--- config.mk ---
export PLATFORM = sky130hd
export DESIGN_NAME = header_sync_frame_checksum_deframer_top
export DESIGN_NICKNAME = d
export VERILOG_FILES = /design/src/rtl/core/hsfcd_pkg.sv /design/src/rtl/core/hsfcd_datapath.sv /design/src/rtl/core/hsfcd_ctrl.sv /design/src/rtl/core/header_sync_frame_checksum_deframer_top.sv
export SDC_FILE = /design/constraint.sdc
export NUM_CORES = 1
export LEC_CHECK = 0
export BUFFER_PORTS_ARGS = -buffer_cell sky130_fd_sc_hd__clkbuf_2
export CAP_MARGIN = 15
export CORE_ASPECT_RATIO = 0.75
export CORE_UTILIZATION = 45
export CTS_BUF_LIST = sky130_fd_sc_hd__clkbuf_16
export CTS_CLUSTER_SIZE = 28
export DETAILED_ROUTE_END_ITERATION = 8
export MAX_ROUTING_LAYER = met4
export SETUP_SLACK_MARGIN = 0.3
export SKIP_LAST_GASP = 1
export SLEW_MARGIN = 20
export SYNTH_ARGS = -nofsm -noshare
export SYNTH_HDL_FRONTEND = slang
export SYNTH_SLANG_ARGS = --single-unit
export TNS_END_PERCENT = 100
--- constraint.sdc ---
create_clock -name clk -period 2.4 [get_ports clk]
set_input_delay 0.12 -clock clk [delete_from_list [all_inputs] [get_ports clk]]
set_output_delay 0.12 -clock clk [all_outputs]
set_load 0.03 [all_outputs]
--- src/rtl/core/hsfcd_pkg.sv ---
// Shared types and constants for the header-synchronized frame deframer.
`timescale 1ns / 1ps
`default_nettype none

package hsfcd_pkg;

    localparam int FRAME_LEN_DEFAULT = 32;
    localparam int BYTE_W            = 8;
    localparam int POS_W             = 5;
    localparam int SUM_W             = 16;
    localparam int HDR_LEN           = 3;

    localparam logic [BYTE_W-1:0] HDR0 = 8'h53;
    localparam logic [BYTE_W-1:0] HDR1 = 8'h44;
    localparam logic [BYTE_W-1:0] HDR2 = 8'h52;

    typedef enum logic [1:0] {
        ST_COLLECT,
        ST_READ,
        ST_SHOW,
        ST_FAIL
    } state_t;

    typedef struct packed {
        logic accept;
        logic rd_start;
        logic rd_issue;
        logic rd_advance;
        logic show;
    } ctrl_cmd_t;

    typedef struct packed {
        logic frame_done;
        logic sum_match;
        logic rd_last;
    } dp_status_t;

endpackage

`default_nettype wire

--- src/rtl/core/hsfcd_datapath.sv ---
// Datapath: frame store, position counter, checksum and replay read port.
`timescale 1ns / 1ps
`default_nettype none

module hsfcd_datapath #(
    parameter int FRAME_LEN = hsfcd_pkg::FRAME_LEN_DEFAULT
) (
    input  wire logic                          clk,
    input  wire logic                          rst_n,
    input  wire hsfcd_pkg::ctrl_cmd_t          cmd,
    output hsfcd_pkg::dp_status_t              status,
    input  wire logic [hsfcd_pkg::BYTE_W-1:0]  rx_byte,
    output logic [hsfcd_pkg::BYTE_W-1:0]       frame_byte,
    output logic [hsfcd_pkg::POS_W-1:0]        byte_position,
    output logic                               last,
    output logic                               checksum_ok,
    output logic [hsfcd_pkg::SUM_W-1:0]        computed_sum
);

    localparam int CW = $clog2(FRAME_LEN);
    localparam logic [CW-1:0] POS_LAST    = CW'(FRAME_LEN - 1);
    localparam logic [CW-1:0] POS_TRAIL   = CW'(FRAME_LEN - 2);
    localparam logic [CW-1:0] POS_SUM_END = CW'(FRAME_LEN - 3);
    localparam logic [CW-1:0] POS_SUM_BEG = CW'(hsfcd_pkg::HDR_LEN);
    localparam logic [CW-1:0] POS_HDR1    = CW'(1);
    localparam logic [CW-1:0] POS_HDR2    = CW'(2);

    logic [hsfcd_pkg::BYTE_W-1:0] mem [FRAME_LEN];

    logic [CW-1:0]                pos_reg;
    logic [CW-1:0]                pos_next;
    logic [hsfcd_pkg::SUM_W-1:0]  sum_reg;
    logic [hsfcd_pkg::SUM_W-1:0]  sum_next;
    logic                         hdr1_ok_reg;
    logic                         hdr1_ok_next;
    logic [hsfcd_pkg::BYTE_W-1:0] trail_hi_reg;
    logic [hsfcd_pkg::BYTE_W-1:0] trail_hi_next;
    logic [CW-1:0]                rd_addr_reg;
    logic [CW-1:0]                rd_addr_next;
    logic [hsfcd_pkg::BYTE_W-1:0] rdata_reg;

    always_comb
    begin
        pos_next      = pos_reg;
        sum_next      = sum_reg;
        hdr1_ok_next  = hdr1_ok_reg;
        trail_hi_next = trail_hi_reg;
        if (cmd.accept)
        begin
            if (pos_reg == '0)
            begin
                if (rx_byte == hsfcd_pkg::HDR0)
                begin
                    sum_next = '0;
                    pos_next = CW'(1);
                end
            end
            else
            begin
                if (pos_reg >= POS_SUM_BEG && pos_reg <= POS_SUM_END)
                begin
                    sum_next = sum_reg + {{(hsfcd_pkg::SUM_W - hsfcd_pkg::BYTE_W){1'b0}},
                                          rx_byte};
                end
                if (pos_reg == POS_HDR1)
                begin
                    hdr1_ok_next = (rx_byte == hsfcd_pkg::HDR1);
                end
                if (pos_reg == POS_TRAIL)
                begin
                    trail_hi_next = rx_byte;
                end
                if (pos_reg == POS_HDR2 && !(hdr1_ok_reg && rx_byte == hsfcd_pkg::HDR2))
                begin
                    pos_next = '0;
                end
                else if (pos_reg == POS_LAST)
                begin
                    pos_next = '0;
                end
                else
                begin
                    pos_next = pos_reg + CW'(1);
                end
            end
        end
    end

    always_comb
    begin
        rd_addr_next = rd_addr_reg;
        if (cmd.rd_start)
        begin
            rd_addr_next = '0;
        end
        else if (cmd.rd_advance)
        begin
            rd_addr_next = rd_addr_reg + CW'(1);
        end
    end

    always_ff @(posedge clk or negedge rst_n)
    begin
        if (!rst_n)
        begin
            pos_reg     <= '0;
            sum_reg     <= '0;
            hdr1_ok_reg <= 1'b0;
            rd_addr_reg <= '0;
        end
        else
        begin
            pos_reg     <= pos_next;
            sum_reg     <= sum_next;
            hdr1_ok_reg <= hdr1_ok_next;
            rd_addr_reg <= rd_addr_next;
        end
    end

    always_ff @(posedge clk)
    begin
        trail_hi_reg <= trail_hi_next;
    end

    always_ff @(posedge clk)
    begin
        if (cmd.accept)
        begin
            mem[pos_reg] <= rx_byte;
        end
    end

    always_ff @(posedge clk)
    begin
        if (cmd.rd_issue)
        begin
            rdata_reg <= mem[rd_addr_reg];
        end
    end

    assign status.frame_done = (pos_reg == POS_LAST);
    assign status.sum_match  = ({trail_hi_reg, rx_byte} == sum_reg);
    assign status.rd_last    = (rd_addr_reg == POS_LAST);

    assign frame_byte    = cmd.show ? rdata_reg : '0;
    assign byte_position = cmd.show ? hsfcd_pkg::POS_W'(rd_addr_reg) : '0;
    assign last          = cmd.show ? status.rd_last : 1'b1;
    assign checksum_ok   = cmd.show;
    assign computed_sum  = sum_reg;

endmodule

`default_nettype wire

--- src/rtl/core/hsfcd_ctrl.sv ---
// Controller: sequences collection, checksum verdict and frame replay.
`timescale 1ns / 1ps
`default_nettype none

module hsfcd_ctrl (
    input  wire logic                   clk,
    input  wire logic                   rst_n,
    input  wire logic                   in_valid,
    output logic                        in_ready,
    output logic                        out_valid,
    input  wire logic                   out_ready,
    input  wire hsfcd_pkg::dp_status_t  status,
    output hsfcd_pkg::ctrl_cmd_t        cmd
);

    hsfcd_pkg::state_t state_reg;
    hsfcd_pkg::state_t state_next;

    always_ff @(posedge clk or negedge rst_n)
    begin
        if (!rst_n)
        begin
            state_reg <= hsfcd_pkg::ST_COLLECT;
        end
        else
        begin
            state_reg <= state_next;
        end
    end

    always_comb
    begin
        state_next     = state_reg;
        cmd            = '0;
        in_ready       = 1'b0;
        out_valid      = 1'b0;
        case (state_reg)
            hsfcd_pkg::ST_COLLECT:
            begin
                in_ready   = 1'b1;
                cmd.accept = in_valid;
                if (in_valid && status.frame_done)
                begin
                    if (status.sum_match)
                    begin
                        cmd.rd_start = 1'b1;
                        state_next   = hsfcd_pkg::ST_READ;
                    end
                    else
                    begin
                        state_next = hsfcd_pkg::ST_FAIL;
                    end
                end
            end
            hsfcd_pkg::ST_READ:
            begin
                cmd.rd_issue = 1'b1;
                state_next   = hsfcd_pkg::ST_SHOW;
            end
            hsfcd_pkg::ST_SHOW:
            begin
                out_valid = 1'b1;
                cmd.show  = 1'b1;
                if (out_ready)
                begin
                    if (status.rd_last)
                    begin
                        state_next = hsfcd_pkg::ST_COLLECT;
                    end
                    else
                    begin
                        cmd.rd_advance = 1'b1;
                        state_next     = hsfcd_pkg::ST_READ;
                    end
                end
            end
            hsfcd_pkg::ST_FAIL:
            begin
                out_valid = 1'b1;
                if (out_ready)
                begin
                    state_next = hsfcd_pkg::ST_COLLECT;
                end
            end
            default:
            begin
                state_next = hsfcd_pkg::ST_COLLECT;
            end
        endcase
    end

endmodule

`default_nettype wire

--- src/rtl/core/header_sync_frame_checksum_deframer_top.sv ---
// Bytes are taken at one per cycle while collecting. A failure item is offered in the cycle
// after the transaction that completes a frame; a good frame is replayed byte by byte, each byte
// read from the frame store into a register in ST_READ, then offered in ST_SHOW until taken; the
// failure item is held until taken. Input is not taken while results are pending. Reset clears
// the controller, position counter and checksum; the frame store is not cleared, as every entry
// is written before it is read.
`timescale 1ns / 1ps
`default_nettype none

module header_sync_frame_checksum_deframer_top #(
    parameter int FRAME_LEN = hsfcd_pkg::FRAME_LEN_DEFAULT
) (
    input  wire logic                          clk,
    input  wire logic                          rst_n,
    input  wire logic                          in_valid,
    output logic                               in_ready,
    input  wire logic [hsfcd_pkg::BYTE_W-1:0]  rx_byte,
    output logic                               out_valid,
    input  wire logic                          out_ready,
    output logic [hsfcd_pkg::BYTE_W-1:0]       frame_byte,
    output logic [hsfcd_pkg::POS_W-1:0]        byte_position,
    output logic                               last,
    output logic                               checksum_ok,
    output logic [hsfcd_pkg::SUM_W-1:0]        computed_sum
);

    hsfcd_pkg::ctrl_cmd_t  cmd;
    hsfcd_pkg::dp_status_t status;

    hsfcd_ctrl u_ctrl (
        .clk       (clk),
        .rst_n     (rst_n),
        .in_valid  (in_valid),
        .in_ready  (in_ready),
        .out_valid (out_valid),
        .out_ready (out_ready),
        .status    (status),
        .cmd       (cmd)
    );

    hsfcd_datapath #(
        .FRAME_LEN (FRAME_LEN)
    ) u_datapath (
        .clk           (clk),
        .rst_n         (rst_n),
        .cmd           (cmd),
        .status        (status),
        .rx_byte       (rx_byte),
        .frame_byte    (frame_byte),
        .byte_position (byte_position),
        .last          (last),
        .checksum_ok   (checksum_ok),
        .computed_sum  (computed_sum)
    );

endmodule

`default_nettype wire

Word level (Yosys, flattened, before mapping). Memory sizes are Yosys's and may differ from the RTL's. A register that Yosys moved wholly into a read port is not among the register bits. Cells that the tools add are included.

Output and inout bits: 33. Input port bits: 12. Memories: 1. Register bits after elaboration: 37. Word-level logic and storage cells: 73. RAM bits: 256.

Memory list: u_datapath.mem (words 32, width 8, read ports 1, clocked after memory_dff 1, write ports 1, RTL line hsfcd_datapath.sv:28) `logic [hsfcd_pkg::BYTE_W-1:0] mem [FRAME_LEN];`.

Bitwise gates (word level): 1. Equal/unequal tests: 16. Order comparisons: 2. Reduce and logical (&&, ||, !) cells: 15. Add/sub/neg operators: 3. Mux-type cells: 29.

Operators by type and width (count): two-way mux 16 bit (3); two-way mux 5 bit (7); equality test 8 x 7 -> 1 bit (second input constant) (3); adder 16 x 8 -> 16 bit (1); equality test 16 bit (1); equality test 5 bit (second input constant) (3); two-way mux 2 bit (6); AND reduction 3 bit (4); two-way mux 1 bit (11); adder 5 x 1 -> 5 bit (second input constant) (2); two-way mux 8 bit (1); one-hot mux 2 bit (4 select lines) (1); inequality test 2 bit (second input constant) (3); equality test 5 x 1 -> 1 bit (second input constant) (1); equality test 5 x 2 -> 1 bit (second input constant) (1); greater-or-equal comparator 5 x 2 -> 1 bit (second input constant) (1); less-or-equal comparator 5 bit (second input constant) (1); logical NOT 5 bit (1); equality test 2 bit (second input constant) (2); logical AND 1 bit (4); nonzero test 2 bit (2); equality test 2 x 1 -> 1 bit (second input constant) (1); logical NOT 2 bit (1); inequality test 2 x 1 -> 1 bit (second input constant) (1); 4 further kinds (4).

Logic depth before layout (Yosys ltp).
Depth in word-level cells: 6. Mapped depth: 9.

Cells and area by module. A second synthesis with hierarchy kept.

Cell total of the unflattened synthesis: 760. Area total of the unflattened synthesis: 12614.6 um^2.

By module, submodules not included: hsfcd_datapath (cells an instance 746, area each 12467.0 um^2, seq. area each 8843.5 um^2, instances 1); hsfcd_ctrl (cells an instance 14, area each 147.6 um^2, seq. area each 50.0 um^2, instances 1).

Least setup slack after synthesis. OpenSTA, ideal clock, no wires.

Path type: register to register. Start: register u_datapath.sum_reg (netlist bit u_datapath.computed_sum[0]). End: register u_datapath.sum_reg (netlist bit u_datapath.computed_sum[14]). Path slack: 0.018 ns. Arrival: 2.305 ns. Library setup time: 0.078 ns. Required time: 2.322 ns. Cell stages (with the launch flop): 10. Path through: dfrtp_1 > ha_1 > inv_1 > fa_1 > nor2b_1 > o2111ai_1 > and3_1 > clkbuf_1 > or4_1 > a21oi_1.

Longest elaborated chain between the ends: 3.

RTL lines: start: declaration (RTL line hsfcd_datapath.sv:32) `logic [hsfcd_pkg::SUM_W-1:0] sum_reg;`; start signal: assignment (RTL line hsfcd_datapath.sv:114) `sum_reg <= sum_next;`; adder 16 x 8 -> 16 bit (RTL line hsfcd_datapath.sv:62) `sum_next = sum_reg + {{(hsfcd_pkg::SUM_W - hsfcd_pkg::BYTE_W){1'b0}},`; two-way mux 16 bit (RTL line hsfcd_datapath.sv:60) `if (pos_reg >= POS_SUM_BEG && pos_reg <= POS_SUM_END)`; two-way mux 16 bit (RTL line hsfcd_datapath.sv:50) `if (pos_reg == '0)`.

No other way between the ends. The select of a mux whose other input is x is not followed. A chain may end at the register's enable or synchronous reset.

==> results.cfg <==
[outcome]
status = complete, no violations

[synth]
syn_avg_cell_area_sq_um = 19.1
seq_area_frac_synth_pct = 71.7
async_reset_ff_share_pct = 9.63
synth_top_family_by_area = multiplexers
syn_area_sq_mm = 0.0124
syn_nets = 676
syn-instance-count = 648
ys_seq_elements = 301
synth_simple_gate_area_share_pct = 5.53
synthFlopType = edfxtp_1
muxShareOfSynthArea_pct = 15.7
synth_xor_area_share_pct = 1.13
synth-compound-area-share_pct = 2.69
synth_cell_types = 50
synth_adder_area_share_pct = 1.67
ys_warn_count = 0
synth_edf_count = 272

[routing]
wl_mm = 30.9
dr.first_iter.drc_count = 562
num_vias = 6896
ant_nets = 0
drcViolationCount = 0
wire_per_inst_um = 26.5
dr.pass1.iters = 5
vias_per_cell = 5.92

[global_routing]
gr-total-overflow = 0
grt_pass1_vias = 7077
grt_usage_pct = 22.6
grt_max_degree = 38
grt_first_pass_wirelength_mm = 45.2
antenna_found_initial = 1

[sta]
post-route-period-util_pct = 99.3
fin_hold_ws_ps = 62.5
setup_viol = 0
fmax_mhz = 419
worst_pin_slew_ps = 825
finClkSkew_ps = 16.5
grt_setup_unrepaired = true
period_needed_ps = 2380
relSlewSlack_pct = 45.0
maxSlewViolCount = 0
hold_violations = 0
tns_ps = 0

[placement]
place.port_buffers = 44
gp_congestion = 0.901
place_area_sq_mm = 0.0136
hpwl_mm = 20.0

[finish]
finalInstanceArea_sq_mm = 0.0150
layout-area-overhead-vs-synth_pct = 21.3
nNetsFinal = 824
largest_reg_flops = 256
final_layout_size_suffix_gt1_share_pct = 39.4
n_antenna_cell = 0
top_register = u_datapath.mem

[floorplanning]
rows = 52
fp.dieW_um = 194
io_pins = 45
die_area_sq_mm = 0.0282
dieHeight_um = 146
start_util_pct = 45.9
core_sq_mm = 0.0270

[worst_setup_path]
cp_cell_sequence = buf_12 > mux4_2 > mux4_2 > mux2_2
slowest_stage = mux4_2
cp-start-kind = flip-flop
max_stage_delay_ps = 610
crit_top_cell = mux4_2
cp_data_required_time_ps = 2710
crit_type = flip-flop to flip-flop
crit_fanout = 16
endpoint_kind = flip-flop
crit_arrival_ps = 2700

[cts]
cts_tree = built
clk_latency_ps = 560
cts.sinks = 301
path_clk_slew_ps = 70
cts-buffers-inserted = 30
cts_max_level = 1
root_buffer = clkbuf_16
cts_max_path_buffers = 3

[flow_run]
max-cap-violations = 0

[pwr]
power.total_mw = 17.3
leakage_nw = 5.09
powerDensity_mw_per_mm2 = 1150
irDropWorstVdd_mv = 0.817

[worst_hold_path]
hp-class = primary input to flip-flop
==> placed cells by master, fill, tap and decap left out, types with 10 or more instances in the layout <==
master	n
edfxtp_1	272
buf_4	85
mux4_2	80
nor2_1	48
clkbuf_2	38
clkbuf_16	30
dfrtp_1	20
nand2_1	16
inv_1	14
and2_1	13
xnor2_1	10
==> critical path, delay by kind of cell, from the launching register on <==
family                 cells  cell delay [ps]
muxes                      3             1430
DFF                        1              510
buffers and inverters      1              210
==> final cells by class <==
class	count	area (sq um)
clock buffer	30	751
clock inverter	20	171
fill	2024	12000
inverter	10	37.5
multi-input combinational	306	3610
sequential	301	8910
tap	351	439
timing repair buffer	147	1130
==> cells in the mapped netlist, drive strengths merged (8+ instances only) <==
cell      n  share of area, %
clkbuf   19              0.58
nand2    16              0.48
ha       15               1.5
buf      12              0.65
dfrtp    29               5.9
mux2      8              0.73
and2     13              0.66
nand3     9              0.36
nor3      9              0.36
mux4     80                15
nor2     48               1.5
inv      10              0.30
edfxtp  272                66
xnor2    10              0.71
a21oi    11              0.44
==> final timing paths <==
check / start / endpoint / slack [ps] / cells after the start
worst min register to register: u_datapath.hdr1_ok_reg / u_datapath.hdr1_ok_reg / 550 / 2
worst min-delay path: rx_byte[0] / u_datapath.computed_sum[0] / 60 / 3
max in group asynchronous: rst_n / u_datapath.rd_addr_reg[0] / 1590 / 2
worst max register to register: u_datapath.rd_addr_reg[0] / u_datapath.rdata_reg[3] / 20 / 4
worst max-delay path: u_datapath.rd_addr_reg[0] / u_datapath.rdata_reg[3] / 20 / 4
min in group asynchronous: rst_n / u_datapath.computed_sum[6] / 190 / 2
==> power by group <==
group	switching, mW	total, mW	leakage [nW]	internal, mW
Clock	1.94	4.42	0.453	2.48
Combinational	3.41	6.44	1.83	3.03
Sequential	0.304	6.45	2.81	6.15
Total	5.66	17.3	5.09	11.7
==> routing by layer <==
| metal | global-route usage (%) | vias up | routed length [um] |
|---|---|---|---|
| met4 | 5.24 | 0 | 612 |
| met3 | 2.67 | 44 | 1960 |
| met2 | 35.9 | 252 | 15100 |
| met1 | 31.5 | 3677 | 13200 |
| met5 | - | - | 0 |
| li1 | - | 2923 | - |
==> what timing repair did <==
action / in CTS / in global routing
hold endpoints to repair: 36 / 0
setup buffers: 9 / 13
cloned: 0 / 1
setup endpoints to repair: 28 / 75
resized for setup: 23 / 39
pin swaps: 16 / 15
hold buffers: 4 / 0
==> through the flow <==
step                utilization (%)  instances  setup slack (ps)
finish                         55.7       1165              15.7
CTS                            54.8       1151              36.3
detailed placement             50.4       1088              4.98
global route                   55.7       1165             -9.56
floorplan                         -        648               163
global placement               50.4       1088             -15.9
==> logic make-up (layout without fill, tap and decap cells) <==
kind of cell / after synthesis / after routing
compound gates: 47 / 47
xor+xnor: 16 / 16
fa+ha+maj: 16 / 16
buf+inv: 41 / 207
flops: 301 / 301
mux: 94 / 94
simple gates: 133 / 133
Power figures use the tool's default switching activity.
